==> config.mk <==
export PLATFORM = sky130hd
export DESIGN_NAME = ljpi_skid
export DESIGN_NICKNAME = d
export VERILOG_FILES = /design/src/hw/rtl/ljpi_pkg.sv /design/src/hw/rtl/ljpi_skid.sv
export SDC_FILE = /design/constraint.sdc
export NUM_CORES = 1
export LEC_CHECK = 0
export ABC_AREA = 0
export BUFFER_PORTS_ARGS = -buffer_cell sky130_fd_sc_hd__buf_4
export CORE_ASPECT_RATIO = 2
export CORE_UTILIZATION = 51
export CTS_CLUSTER_SIZE = 10
export DETAILED_ROUTE_END_ITERATION = 8
export PLACE_DENSITY = 0.8
export SLEW_MARGIN = 10
export SYNTH_ARGS = -nofsm -noshare
export SYNTH_HDL_FRONTEND = slang
export SYNTH_SLANG_ARGS = --single-unit
export TNS_END_PERCENT = 1
==> constraint.sdc <==
create_clock -name i_clk -period 7.55 [get_ports i_clk]
set_clock_uncertainty 0.2 [all_clocks]
set_input_delay 0.3775 -clock i_clk [delete_from_list [all_inputs] [get_ports i_clk]]
set_output_delay 0.3775 -clock i_clk [all_outputs]
set_load 0.005 [all_outputs]
==> src/hw/rtl/ljpi_pkg.sv <==
// Shared types, constants and helper functions for the Lennard-Jones pair impulse pipeline.
// Used by every module under hw/rtl; depends on nothing else.
`default_nettype none

package ljpi_pkg;

    // field and datapath widths
    localparam int POS_W     = 32;
    localparam int BOX_W     = 31;
    localparam int TS_W      = 24;
    localparam int A_W       = 25;
    localparam int R2_W      = 50;
    localparam int P_W       = 49;
    localparam int DIV_BITS  = 32;
    localparam int SCALE_LAT = 3;
    localparam int MAG_W     = 31;

    localparam logic [BOX_W-1:0] BOX_RESET     = 31'd65536;
    localparam logic [BOX_W-1:0] CUTOFF_RESET  = 31'd589824;
    localparam logic [TS_W-1:0]  TS_RESET      = 24'd83886;
    localparam logic [33:0]      FAR_LIMIT     = 34'h1000000;
    localparam logic [R2_W-1:0]  NEAR_LIMIT    = 50'h1000000;
    localparam logic [MAG_W-1:0] MAX_MAG       = 31'h7FFFFFFF;

    // configuration register indexes
    typedef enum logic [1:0] {
        CFG_BOX_WIDTH  = 2'd0,
        CFG_BOX_HEIGHT = 2'd1,
        CFG_CUTOFF_SQ  = 2'd2,
        CFG_TIME_STEP  = 2'd3
    } t_cfg_index;

    // per-item side information carried down the pipeline
    typedef struct packed {
        logic                  vld;
        logic                  in_cut;
        logic                  near;
        logic [1:0]            dneg;
        logic [1:0]            pnz;
        logic                  yneg;
        logic                  ynz;
        logic [6:0]            e;
        logic [1:0][P_W-1:0]   p;
    } t_ctx;

    // one result item
    typedef struct packed {
        logic [POS_W-1:0] impulse_x;
        logic [POS_W-1:0] impulse_y;
        logic             within_cutoff;
        logic             saturated;
    } t_result;

    // bit length of a 16 bit chunk
    function automatic logic [4:0] chunk_len(input logic [15:0] w);
        logic [4:0] len;
        len = '0;
        for (int i = 0; i < 16; i++) begin
            if (w[i]) begin
                len = 5'(i + 1);
            end
        end
        return len;
    endfunction

    // bit length of a 64 bit word from its four chunk lengths
    function automatic logic [6:0] join_len(input logic [3:0][4:0] cl);
        logic [6:0] len;
        if (cl[3] != '0) begin
            len = 7'd48 + 7'(cl[3]);
        end else if (cl[2] != '0) begin
            len = 7'd32 + 7'(cl[2]);
        end else if (cl[1] != '0) begin
            len = 7'd16 + 7'(cl[1]);
        end else begin
            len = 7'(cl[0]);
        end
        return len;
    endfunction

endpackage

`default_nettype wire

==> src/hw/rtl/ljpi_skid.sv <==
// Output register with one skid entry; the pipeline enable comes from a register only.
// Depends on ljpi_pkg.
`default_nettype none

module ljpi_skid import ljpi_pkg::*; (
    input  logic    i_clk,
    input  logic    i_rst_n,
    input  logic    i_valid,
    input  t_result i_data,
    output logic    o_ready,
    output logic    o_valid,
    output t_result o_data,
    input  logic    i_ready
);

    logic    r_ov;
    logic    r_sv;
    t_result r_od;
    t_result r_sd;

    assign o_ready = ~r_sv;

    // output and skid occupancy
    always_ff @(posedge i_clk) begin
        if (!i_rst_n) begin
            r_ov <= 1'b0;
            r_sv <= 1'b0;
        end else if (!r_ov || i_ready) begin
            if (r_sv) begin
                r_ov <= 1'b1;
                r_sv <= 1'b0;
            end else begin
                r_ov <= i_valid;
            end
        end else if (i_valid && !r_sv) begin
            r_sv <= 1'b1;
        end
    end

    // payload moves
    always_ff @(posedge i_clk) begin
        if (!r_ov || i_ready) begin
            if (r_sv) begin
                r_od <= r_sd;
            end else if (i_valid) begin
                r_od <= i_data;
            end
        end else if (i_valid && !r_sv) begin
            r_sd <= i_data;
        end
    end

    assign o_valid = r_ov;
    assign o_data  = r_od;

    // a parked item always has an item in front of it
    assert property (@(posedge i_clk) disable iff (!i_rst_n) r_sv |-> r_ov)
        else $error("skid entry full while output register empty");

endmodule

`default_nettype wire

# After elaboration in Yosys (flattened, before gate mapping)
# Index checks and enable logic that the tools add are counted.
# op_classes
mux	3
n_bitwise	3
n_reduce_logical	8
# ops
operator	n
$mux W66	2
$reduce_and A2 Y1	2
$not A1 Y1	3
$logic_not A1 Y1	2
$reduce_bool A2 Y1	1
$reduce_or A2 Y1	1
$logic_and A1 B1 Y1	1
$logic_or A1 B1 Y1	1
$mux W1	1
# totals
regBits	134
input_bits	70
output_inout_bits	68
elab_cells	24

# Logic depth before layout (Yosys ltp)
# logic_depth
ltp_word	4
mapped_depth	4
depth_no_buf	2

# Worst setup path before layout
# OpenSTA, ideal clock, no wires.
# synth_path
path_type	flip-flop to flip-flop
from	register r_sv
to	register r_sd[0] (netlist name) (enable)
setup_ps	584
arrival_ps	5500
required_time_ps	6766
setup_slack_ps	1266
path_stages_with_launch	5
n_path_buf	3
period_less_slack_ps	6284
cell_sequence	dfxtp_1 > buf_6 > buf_6 > buf_6 > nor3b_1
# synth_via
elab_chain_cells	3
# synth_lines
item	line_no	text
start, declared	ljpi_skid.sv:17	logic r_sv;
start signal, assigned	ljpi_skid.sv:27	r_sv <= 1'b0;
start signal, assigned	ljpi_skid.sv:31	r_sv <= 1'b0;
start signal, assigned	ljpi_skid.sv:36	r_sv <= 1'b1;
$logic_not A1 Y1	ljpi_skid.sv:48	end else if (i_valid && !r_sv) begin
$logic_and A1 B1 Y1	ljpi_skid.sv:48	
$reduce_and A2 Y1 (no source line)	n/a	
end signal, assigned	ljpi_skid.sv:49	r_sd <= i_data;
end, declared	ljpi_skid.sv:19	t_result r_sd;
# Every way passes these cells.
# A chain may end at the register's enable or synchronous reset.

# Worst setup path in the final report
# layout_path
from	register r_sv
to	register r_od (netlist bit o_data[45]) (enable)
# layout_via
elab_chain_cells	2
# layout_lines
item	line_no	text
$reduce_bool A2 Y1 (no source line)	n/a	
$reduce_and A2 Y1 (no source line)	n/a	
end signal, assigned	ljpi_skid.sv:44	r_od <= r_sd;
end signal, assigned	ljpi_skid.sv:46	r_od <= i_data;
end, declared	ljpi_skid.sv:18	t_result r_od;
# Every way passes these cells.

==> results.yml <==
detailed_routing:
  wire_per_inst_um: 18.40
  firstDrtPassIters: 6
  drc: 9
  drtIter0Drc: 148
  routed_wl_um: 10100
  via_per_inst: 5.128
  via_count: 2815
  drtAntennaViolNets: 0
timing:
  rsz0062_at_grt: "no"
  min_period_over_period: 0.3534
  setup_slack_ns: 4.882
  hold_slack_ns: 0.04150
  finalMaxSlewViolations: 0
  setup_viol: 0
  setup_tns_ns: 0
  relSlewSlack: 0.3744
  max_freq_mhz: 374.7
  worstMarginPinSlew_ns: 0.9384
  finalHoldViolCount: 0
  fin_crit_ns: 2.668
layout:
  fill_cells: 498
  instances_no_fill: 549
  syn_to_final_growth_pct: 48.68
  final_net_count: 502
  stdcell_area_um2: 7253
  drive_gt1_frac: 0.5393
  utilization: 0.7781
  diodes: 0
clocking:
  numCtsBuffers: 17
  clock_latency_ns: 0.40
  ctsRootBufferMaster: "clkbuf_16"
  cts_num_sinks: 134
  cts.path.max_buffers: 2
  postCtsSetupRepairBufs: 0
  cts_tree: "built"
  clk_pin_slew_ns: 0.06
  htree_num_levels: 4
synthesis:
  synth_most_common_cell: "edfxtp_1"
  yosysWarnings: 0
  synth_edf_count: 132
  netlist-cell-type-count: 12
  ys.flop_type: "edfxtp_1"
  synth_top_area_share: 0.8125
  ys_seq_elements: 134
  netlist_top_cells_area: "edfxtp_1 81%, mux2_2 13%, mux2_4 2.5%, dfxtp_1 0.82%, buf_6 0.69%"
  netlist_area_um2: 4878
  synthArstFlopShare: 0
  synth_fp_nets: 285
  synth-seq-area-share: 0.8207
  synth_commonest_cells: "132 x edfxtp_1, 58 x mux2_2, 8 x mux2_4"
  yosysTopAreaCell: "edfxtp_1"
  synthCells: 215
  avgSynthCellArea_um2: 22.69
critical_path:
  endpoint_kind: "register"
  cp.required_ns: 7.38
  start_kind: "register"
  critPathSlowestCell: "dfxtp_4"
  crit_type: "register to register"
  worstPathCellList: "nor2_1 > nor2b_4 > buf_4"
  cp_max_fo: 69
  cp.arrival_ns: 2.50
  crit_path_max_incr_delay_ns: 0.96
global_route:
  use_met2: 0.3764
  grt_use_met3: 0.04460
  busiest_layer: "met2"
  grt_pass1_vias: 2999
  grt_use_met1: 0.2433
  grt_pass1_wl_um: 15670
  antenna_found_initial: 0
  track_usage: 0.2185
  overflow: 0
  grt_max_degree: 70
pwr:
  total_power_mw: 1.810
  ir_drop_mv: 0.2299
  p_leak_nw: 2.765
  power_density_nw_per_um2: 249.5
placement:
  io_buffer_count: 137
  hpwl_um: 5692
  post-place-cells: 451
  dp_slack_ns: 4.831
  placed_area_um2: 6017
  gp_routability_congestion: 0.7784
floorplan:
  die_x_um: 71.16
  die_h_um: 140.3
  row_count: 50
  coreArea_um2: 9321
  die_area_um2: 9984
  initial_core_util: 0.5234
  io_pins: 138
status:
  violations: "design-rule violations"
  outcome: "finished with violations"
run:
  cap_violations: 0
min_path:
  min_path_type: "primary input to register"
[placed cells by master (no fill, tap or decap)]
master / n
nor2_1: 1
clkbuf_8: 1
edfxtp_1: 132
clkinvlp_4: 4
dlygate4sd3_1: 66
clkbuf_16: 17
bufinv_16: 2
nor3b_1: 1
clkbuf_1: 1
mux2_2: 58
nand2b_1: 1
clkinv_2: 5
dfxtp_1: 1
nor2b_4: 1
nor3b_2: 1
mux2_4: 8
clkinv_4: 2
buf_4: 140
a21boi_0: 1
dfxtp_4: 1
inv_1: 1
[worst paths after layout]
path / cells past startpoint / slack, ns / end / from
hold / removal: 2 / 0.04 / o_valid$_SDFFE_PN0P_ / i_rst_n
setup reg to reg: 3 / 4.88 / o_data[45]$_DFFE_PP_ / r_sv$_SDFFE_PP0P_
hold reg to reg: 1 / 0.34 / o_data[38]$_DFFE_PP_ / r_sd[38]$_DFFE_PP_
setup / recovery: 3 / 4.88 / o_data[45]$_DFFE_PP_ / r_sv$_SDFFE_PP0P_
[sequential cells by signal (all words and copies together) (netlist names)]
name     flops
r_sv         1
r_sd        66
o_valid      1
o_data      66
[logic make-up (layout without fill, tap and decap cells)]
family	count (synthesis)	in the layout	share of synthesized area
muxes	66	66	0.1585
AOI/OAI and AO/OA	1	1	0.001539
buffers and inverters	9	239	0.01282
and+or+nand+nor	5	5	0.006412
DFF	134	134	0.8207
[layer usage]
| metal | routed length (um) | part of all wire | up-vias |
|---|---|---|---|
| met5 | 0 | 0 | - |
| met4 | 382 | 0.038 | 0 |
| met3 | 439 | 0.043 | 25 |
| met2 | 5609 | 0.56 | 109 |
| met1 | 3672 | 0.36 | 1387 |
| li1 | - | - | 1294 |
[critical path, delay by kind of cell, from the launching register on]
| kind | cells | cell delay, ns |
|---|---|---|
| flip-flops | 1 | 0.96 |
| buffers and inverters | 1 | 0.67 |
| AND/OR/NAND/NOR | 2 | 0.40 |
[cell type report]
type                       count  area (um2)  area share
inverter                       1       3.754   0.0005175
clock buffer                  19       442.9     0.06107
sequential                   134        4008      0.5525
multi-input combinational     72       824.5      0.1137
timing repair buffer         206        1712      0.2360
tap                          104       130.1     0.01794
clock inverter                13       132.6     0.01829
[report_power, final]
group	switching (mW)	internal [mW]
Clock	0.301	0.492
Sequential	0.0134	0.859
Combinational	0.0521	0.0926
[repair_timing]
action                    in CTS  in global routing
hold endpoints to repair      66                  0
hold buffers                  66                  0
gates resized for setup        0                  0
No activity file was read; power rests on OpenSTA's default activity.
