--- src/hw/rtl/ljpi_pkg.sv ---
// Shared types, constants and helper functions for the Lennard-Jones pair impulse pipeline.
// Used by every module under hw/rtl; depends on nothing else.
`default_nettype none

package ljpi_pkg;

    // field and datapath widths
    localparam int POS_W     = 32;
    localparam int BOX_W     = 31;
    localparam int TS_W      = 24;
    localparam int A_W       = 25;
    localparam int R2_W      = 50;
    localparam int P_W       = 49;
    localparam int DIV_BITS  = 32;
    localparam int SCALE_LAT = 3;
    localparam int MAG_W     = 31;

    localparam logic [BOX_W-1:0] BOX_RESET     = 31'd65536;
    localparam logic [BOX_W-1:0] CUTOFF_RESET  = 31'd589824;
    localparam logic [TS_W-1:0]  TS_RESET      = 24'd83886;
    localparam logic [33:0]      FAR_LIMIT     = 34'h1000000;
    localparam logic [R2_W-1:0]  NEAR_LIMIT    = 50'h1000000;
    localparam logic [MAG_W-1:0] MAX_MAG       = 31'h7FFFFFFF;

    // configuration register indexes
    typedef enum logic [1:0] {
        CFG_BOX_WIDTH  = 2'd0,
        CFG_BOX_HEIGHT = 2'd1,
        CFG_CUTOFF_SQ  = 2'd2,
        CFG_TIME_STEP  = 2'd3
    } t_cfg_index;

    // per-item side information carried down the pipeline
    typedef struct packed {
        logic                  vld;
        logic                  in_cut;
        logic                  near;
        logic [1:0]            dneg;
        logic [1:0]            pnz;
        logic                  yneg;
        logic                  ynz;
        logic [6:0]            e;
        logic [1:0][P_W-1:0]   p;
    } t_ctx;

    // one result item
    typedef struct packed {
        logic [POS_W-1:0] impulse_x;
        logic [POS_W-1:0] impulse_y;
        logic             within_cutoff;
        logic             saturated;
    } t_result;

    // bit length of a 16 bit chunk
    function automatic logic [4:0] chunk_len(input logic [15:0] w);
        logic [4:0] len;
        len = '0;
        for (int i = 0; i < 16; i++) begin
            if (w[i]) begin
                len = 5'(i + 1);
            end
        end
        return len;
    endfunction

    // bit length of a 64 bit word from its four chunk lengths
    function automatic logic [6:0] join_len(input logic [3:0][4:0] cl);
        logic [6:0] len;
        if (cl[3] != '0) begin
            len = 7'd48 + 7'(cl[3]);
        end else if (cl[2] != '0) begin
            len = 7'd32 + 7'(cl[2]);
        end else if (cl[1] != '0) begin
            len = 7'd16 + 7'(cl[1]);
        end else begin
            len = 7'(cl[0]);
        end
        return len;
    endfunction

endpackage

`default_nettype wire

--- src/hw/rtl/ljpi_scale.sv ---
// Three-stage scaler: floor(p * y / 2^sh) with overflow detection, split multiply.
// Depends on ljpi_pkg.
`default_nettype none

module ljpi_scale import ljpi_pkg::*; (
    input  logic               i_clk,
    input  logic               i_ce,
    input  logic [P_W-1:0]     i_p,
    input  logic [31:0]        i_y,
    input  logic signed [8:0]  i_sh,
    output logic [MAG_W-1:0]   o_mag,
    output logic               o_ovf
);

    logic [63:0]        r1_lo;
    logic [48:0]        r1_hi;
    logic signed [8:0]  r1_sh;
    logic [81:0]        r2_prod;
    logic signed [8:0]  r2_sh;
    logic [MAG_W-1:0]   r3_mag;
    logic               r3_ovf;
    logic [81:0]        w_shifted;
    logic               w_ovf;

    // partial products of the 49 by 32 multiply
    always_ff @(posedge i_clk) begin
        if (i_ce) begin
            r1_lo <= 64'(i_p[31:0]) * 64'(i_y);
            r1_hi <= 49'(i_p[P_W-1:32]) * 49'(i_y);
            r1_sh <= i_sh;
        end
    end

    // combine into the full product
    always_ff @(posedge i_clk) begin
        if (i_ce) begin
            r2_prod <= (82'(r1_hi) << 32) + 82'(r1_lo);
            r2_sh   <= r1_sh;
        end
    end

    // scale down, flag anything at or above 2^31
    always_comb begin
        w_shifted = r2_prod >> r2_sh[7:0];
        w_ovf     = r2_sh[8] | (|w_shifted[81:31]);
    end

    always_ff @(posedge i_clk) begin
        if (i_ce) begin
            r3_mag <= w_shifted[MAG_W-1:0];
            r3_ovf <= w_ovf;
        end
    end

    assign o_mag = r3_mag;
    assign o_ovf = r3_ovf;

endmodule

`default_nettype wire

--- config.mk ---
export PLATFORM = sky130hd
export DESIGN_NAME = ljpi_scale
export DESIGN_NICKNAME = d
export VERILOG_FILES = /design/src/hw/rtl/ljpi_pkg.sv /design/src/hw/rtl/ljpi_scale.sv
export SDC_FILE = /design/constraint.sdc
export NUM_CORES = 2
export LEC_CHECK = 0
export BUFFER_PORTS_ARGS = -buffer_cell sky130_fd_sc_hd__buf_2
export CORE_ASPECT_RATIO = 1.5
export CORE_UTILIZATION = 45
export DETAILED_ROUTE_END_ITERATION = 12
export PLACE_DENSITY = 0.66
export SLEW_MARGIN = 20
export SYNTH_ARGS = -nofsm -noshare
export SYNTH_HDL_FRONTEND = slang
export SYNTH_SLANG_ARGS = --single-unit
--- constraint.sdc ---
create_clock -name i_clk -period 26.8 [get_ports i_clk]
set_input_delay 5.36 -clock i_clk [delete_from_list [all_inputs] [get_ports i_clk]]
set_output_delay 5.36 -clock i_clk [all_outputs]
set_load 0.01 [all_outputs]
### Word level (Yosys, flattened, before mapping)

Index checks and enable logic that the tools add are counted.

| cells by class | value |
|---|---|
| shift-type cells | 1 |
| $add $sub $neg | 1 |
| bitwise operators | 1 |
| reductions and logical operators | 1 |
| $mul | 2 |

Operator list:

| operator | number |
|---|---|
| $add A81 B64 Y82 | 1 |
| $shr A82 B8 Y82 | 1 |
| $mul A32 B32 Y64 | 1 |
| $reduce_or A51 Y1 | 1 |
| $mul A17 B32 Y49 | 1 |
| $or A1 B1 Y1 | 1 |

| word-level totals | value |
|---|---|
| register bits after elaboration | 245 |
| output and inout bits | 32 |
| input port bits | 92 |
| word-level logic and storage cells | 13 |

### Longest topological paths before layout

| depth | value |
|---|---|
| word-level depth | 3 |
| gate-level depth with buffers | 29 |
| gate-level depth less buffers | 28 |

### Worst setup path before layout

Ideal clock, no wire load.

| timing | value |
|---|---|
| path type | input to register |
| start point | input port i_y[8] |
| end point | register r1_lo[56] (data pin) |
| data required time | 26.541 ns |
| arrival time | 12.312 ns |
| slack | 14.229 ns |
| library setup time | 0.259 ns |
| stages on the path | 28 |
| path buffers | 3 |
| path through | clkbuf_1 -> clkbuf_1 -> nand2_1 -> fa_1 -> inv_1 -> fa_1 -> fa_1 -> inv_1 -> fa_1 -> inv_1 -> fa_1 -> inv_1 -> fa_1 -> inv_1 -> fa_1 -> fa_1 -> ha_1 -> buf_2 -> and4_4 -> and3_1 -> a221oi_2 -> o211ai_2 -> a311o_1 -> a32oi_2 -> a31o_2 -> nor2b_1 -> a41oi_2 -> xnor2_1 |

| on the way | value |
|---|---|
| longest elaborated chain between the ends | 1 |

RTL lines:

| item | line | text |
|---|---|---|
| start: declaration | ljpi_scale.sv:9 | `input logic [31:0] i_y,` |
| $mul A32 B32 Y64 | ljpi_scale.sv:28 | `r1_lo <= 64'(i_p[31:0]) * 64'(i_y);` |
| end signal: assignment | ljpi_scale.sv:28 |  |
| end: declaration | ljpi_scale.sv:15 | `logic [63:0] r1_lo;` |

Every way passes these cells.
A chain may end at the register's enable or synchronous reset.

### Final worst setup path

| timing | value |
|---|---|
| start point | input port i_y[2] |
| end point | register r1_lo[63] (data pin) |

Same word-level chain as after synthesis.

==> parameters.txt <==
Parameter                              Value

Clock tree
  Master cell of the clock root buffer    sky130_fd_sc_hd__clkbuf_16
  Clock tree from TritonCTS    yes
  Number of hold buffers added after cts    0
  Clock slew seen by the registers of the worst setup and hold paths    approximately 0.06 ns
  H-Tree Depth    1
  Post-CTS Resized    0
  CTS sink count    245
  Number of clock buffers inserted by TritonCTS    26
  Post-CTS Setup Repair Bufs    0
  Clock Latency Late Sink    approximately 0.55 ns
  Maximum count of clock buffers along a single path    3

STA
  Fin. Hold Viols    0
  Crit path time final    13.66 ns
  Final Skew    0.0110 ns
  Top achievable clock speed    73.2 MHz
  Setup repair after global routing missed its margin    false
  Slew @ Worst Pin    approximately 1.1 ns
  Setup TNS    0 ns
  Final slew viol count    0
  Final period util    51.0%
  Setup Viol. Count Final    0
  Worst slew slack as a fraction of its limit    24.4%

Yosys
  Post-synth design cell area    0.0645 sq mm
  Most instantiated cells after synthesis    sky130_fd_sc_hd__inv_1 (1356), sky130_fd_sc_hd__fa_1 (1346), sky130_fd_sc_hd__nand2_1 (1084)
  Seq cells post-synth    approximately 250
  Average footprint of a synthesized cell    ~9.4 sq um
  Number of enable-type register cells in the synthesized netlist    between 200 and 250
  Yosys top cell area share    41.7%
  Area leader, netlist    sky130_fd_sc_hd__fa_1
  Share of the yosys chip area belonging to registers    11.4%
  Cells taking the most area after synthesis    sky130_fd_sc_hd__fa_1 (42%), sky130_fd_sc_hd__edfxtp_1 (11%), sky130_fd_sc_hd__ha_1 (8.1%)
  Fraction of registers with async set/reset    0%
  Count of different cell masters after synthesis    82
  Prevailing post-synth register cell    sky130_fd_sc_hd__edfxtp_1
  Most frequently used cell type in the post-synthesis netlist    sky130_fd_sc_hd__inv_1
  Yosys Warn Count    0
  Synthesized Nets    between 8000 and 9000
  Post-Synthesis Cells    6860

Floorplan
  I/O pins    around 120
  Initial Util    45.5%
  Width of the die    311 um
  DIE HEIGHT    about 470 um
  DIE AREA    0.145 sq mm
  Core area    0.142 sq mm
  Rows    roughly 170

Worst hold path
  Type of the worst min-delay path    register to register
  Hold-critical path depth    0

GRT
  Global route overflow    0
  Number of antenna violations at the first check in global routing    19
  Number of global-route vias before repair    52490
  GRT Util Overall    ~26%
  Pin count of the biggest net entering global routing    ~130
  Global-route wire length before repair    290000 um

Setup path
  Data arrival time of the worst path    13.95 ns
  Critical R2R Capture    o_ovf$_DFFE_PP_
  Timing endpoint of the critical path    r1_lo[63]$_DFFE_PP_
  Critical path peak fanout    30
  Nature of the critical path startpoint    input pin
  Worst R2R Setup Slack    between 20 and 25 ns
  CP startpoint    i_y[2]
  Type of element capturing the critical path    register
  Data required time of the worst path    approximately 27 ns
  Count of cells along the worst register-to-register path    11
  Start-to-end type of the worst setup path    input pin to register
  Source of the worst register-to-register timing path    r2_sh[1]$_DFFE_PP_

Layout
  Total of fill cells in the finished design    13364
  Share of final-layout standard cells stronger than drive strength 1    5.06%
  Layout overhead on the synthesized area    4.32%
  Final Net Count    8514

Routing
  Via total after detailed routing    47258
  Routed WL per cell    roughly 21 um
  DRC Markers    0
  Average via count per standard cell    5.51
  Number of routed nets with antenna violations    0
  Number of optimization iterations in the first detailed-route pass    6
  Initial detailed-routing violation count    3031
  Final WL    roughly 180000 um

Job
  Number of maximum-capacitance violations    0

Status
  Status    complete, no violations

Placement
  Number of buffers added on ports    123
  Last weighted congestion value of the routability-driven placer    0.938
  Post-detail-place hpwl    141000 um
-- metal layers --
layer | track usage [%] | vias up | routed length, um
li1 | - | 20509 | -
met1 | 29.2 | 24512 | 66800
met2 | 46.4 | 1642 | 93200
met3 | 2.87 | 575 | 9230
met4 | 15.7 | 20 | 12400
met5 | 0 | - | 125
-- final cells by class --
class | instances | area, sq um | area share [%]
Tap cell | 1881 | 2350 | 3.50
Clock inverter | 19 | 282 | 0.418
Multi-Input combinational cell | 4843 | 50500 | 74.9
Timing Repair Buffer | 183 | 1080 | 1.60
Clock buffer | 29 | 683 | 1.01
Sequential cell | 245 | 7360 | 10.9
Inverter | 1359 | 5100 | 7.58
Antenna cell | 10 | 25.0 | 0.0372
-- cells in the final DEF, fill, tap and decap left out, types with 28 or more instances in the layout --
cell / count
sky130_fd_sc_hd__inv_1: 1355
sky130_fd_sc_hd__nor2_1: 155
sky130_fd_sc_hd__xor2_1: 36
sky130_fd_sc_hd__o21bai_1: 28
sky130_fd_sc_hd__a21oi_1: 167
sky130_fd_sc_hd__a21o_1: 72
sky130_fd_sc_hd__mux2i_1: 95
sky130_fd_sc_hd__o21ai_1: 29
sky130_fd_sc_hd__xnor2_1: 109
sky130_fd_sc_hd__edfxtp_1: 245
sky130_fd_sc_hd__fa_1: 1346
sky130_fd_sc_hd__buf_4: 59
sky130_fd_sc_hd__nand3_1: 46
sky130_fd_sc_hd__ha_1: 418
sky130_fd_sc_hd__mux4_2: 76
sky130_fd_sc_hd__nand2_1: 1084
sky130_fd_sc_hd__buf_2: 122
sky130_fd_sc_hd__and2_1: 737
sky130_fd_sc_hd__a211oi_1: 31
sky130_fd_sc_hd__o21ai_0: 95
sky130_fd_sc_hd__a31oi_1: 28
-- through the flow --
step	hold WS [ns]	util [%]	area, sq um	std cells	worst slack (ns)
floorplan	0.400	-	64500	6860	14.23
global placement	0.404	46.8	66300	8511	12.83
global route	0.423	47.4	67300	8561	12.80
CTS	0.420	47.4	67300	8559	13.30
finish	0.419	47.5	67300	8569	13.14
detailed placement	0.406	46.8	66300	8511	12.73
-- registers in the layout, summed over array words and instances, names as in the netlist --
signal and flops:
r2_prod 82, r1_lo 64, o_ovf 1, o_mag 31, r1_hi 49, r2_sh 9
r1_sh 9
-- critical path, stage by stage --
cell                        delay [ns]
sky130_fd_sc_hd__buf_2            0.37
sky130_fd_sc_hd__buf_4            0.51
sky130_fd_sc_hd__nand2_1          0.15
sky130_fd_sc_hd__fa_1             0.55
sky130_fd_sc_hd__inv_1            0.05
sky130_fd_sc_hd__fa_1             0.47
sky130_fd_sc_hd__inv_1            0.05
sky130_fd_sc_hd__fa_1             0.48
sky130_fd_sc_hd__fa_1             0.55
sky130_fd_sc_hd__inv_1            0.05
sky130_fd_sc_hd__fa_1             0.50
sky130_fd_sc_hd__fa_1             0.50
sky130_fd_sc_hd__fa_1             0.52
sky130_fd_sc_hd__inv_1            0.06
sky130_fd_sc_hd__fa_1             0.49
sky130_fd_sc_hd__inv_1            0.04
sky130_fd_sc_hd__ha_1             0.46
sky130_fd_sc_hd__nand4_1          0.16
sky130_fd_sc_hd__nor2_1           0.38
sky130_fd_sc_hd__and3_1           0.25
sky130_fd_sc_hd__o2111ai_1        0.25
sky130_fd_sc_hd__a311oi_1         0.52
sky130_fd_sc_hd__a211oi_1         0.19
sky130_fd_sc_hd__nor4_1           0.49
sky130_fd_sc_hd__o21ai_1          0.19
sky130_fd_sc_hd__a31oi_1          0.23
sky130_fd_sc_hd__xnor2_1          0.09
-- how the worst min path moves through the flow --
stage / startpoint / slack (ns) / end
final: r1_lo[18]$_DFFE_PP_ / 0.42 / r2_prod[18]$_DFFE_PP_
after CTS: r1_lo[18]$_DFFE_PP_ / 0.42 / r2_prod[18]$_DFFE_PP_
after floorplan: r1_lo[0]$_DFFE_PP_ / 0.40 / r2_prod[0]$_DFFE_PP_
after global routing: r1_lo[18]$_DFFE_PP_ / 0.42 / r2_prod[18]$_DFFE_PP_
after detailed placement: r1_lo[22]$_DFFE_PP_ / 0.41 / r2_prod[22]$_DFFE_PP_
after global placement: r1_lo[25]$_DFFE_PP_ / 0.40 / r2_prod[25]$_DFFE_PP_
-- kinds of logic (layout without fill, tap and decap cells) --
family / count (synthesis) / count (layout) / synth area share [%]
buffers and inverters: 1772 / 1590 / 10.4
flip-flops: 245 / 245 / 11.4
multiplexers: 192 / 192 / 4.49
XOR/XNOR: 145 / 145 / 1.97
AND/OR/NAND/NOR: 2166 / 2166 / 16.1
AO/OA/AOI/OAI: 576 / 576 / 5.76
adder cells (fa/ha/maj): 1764 / 1764 / 49.8
other: 0 / 10 / 0
Power is not shown: default switching activity piles up to over one toggle a cycle in this logic, so the estimate is an artifact.
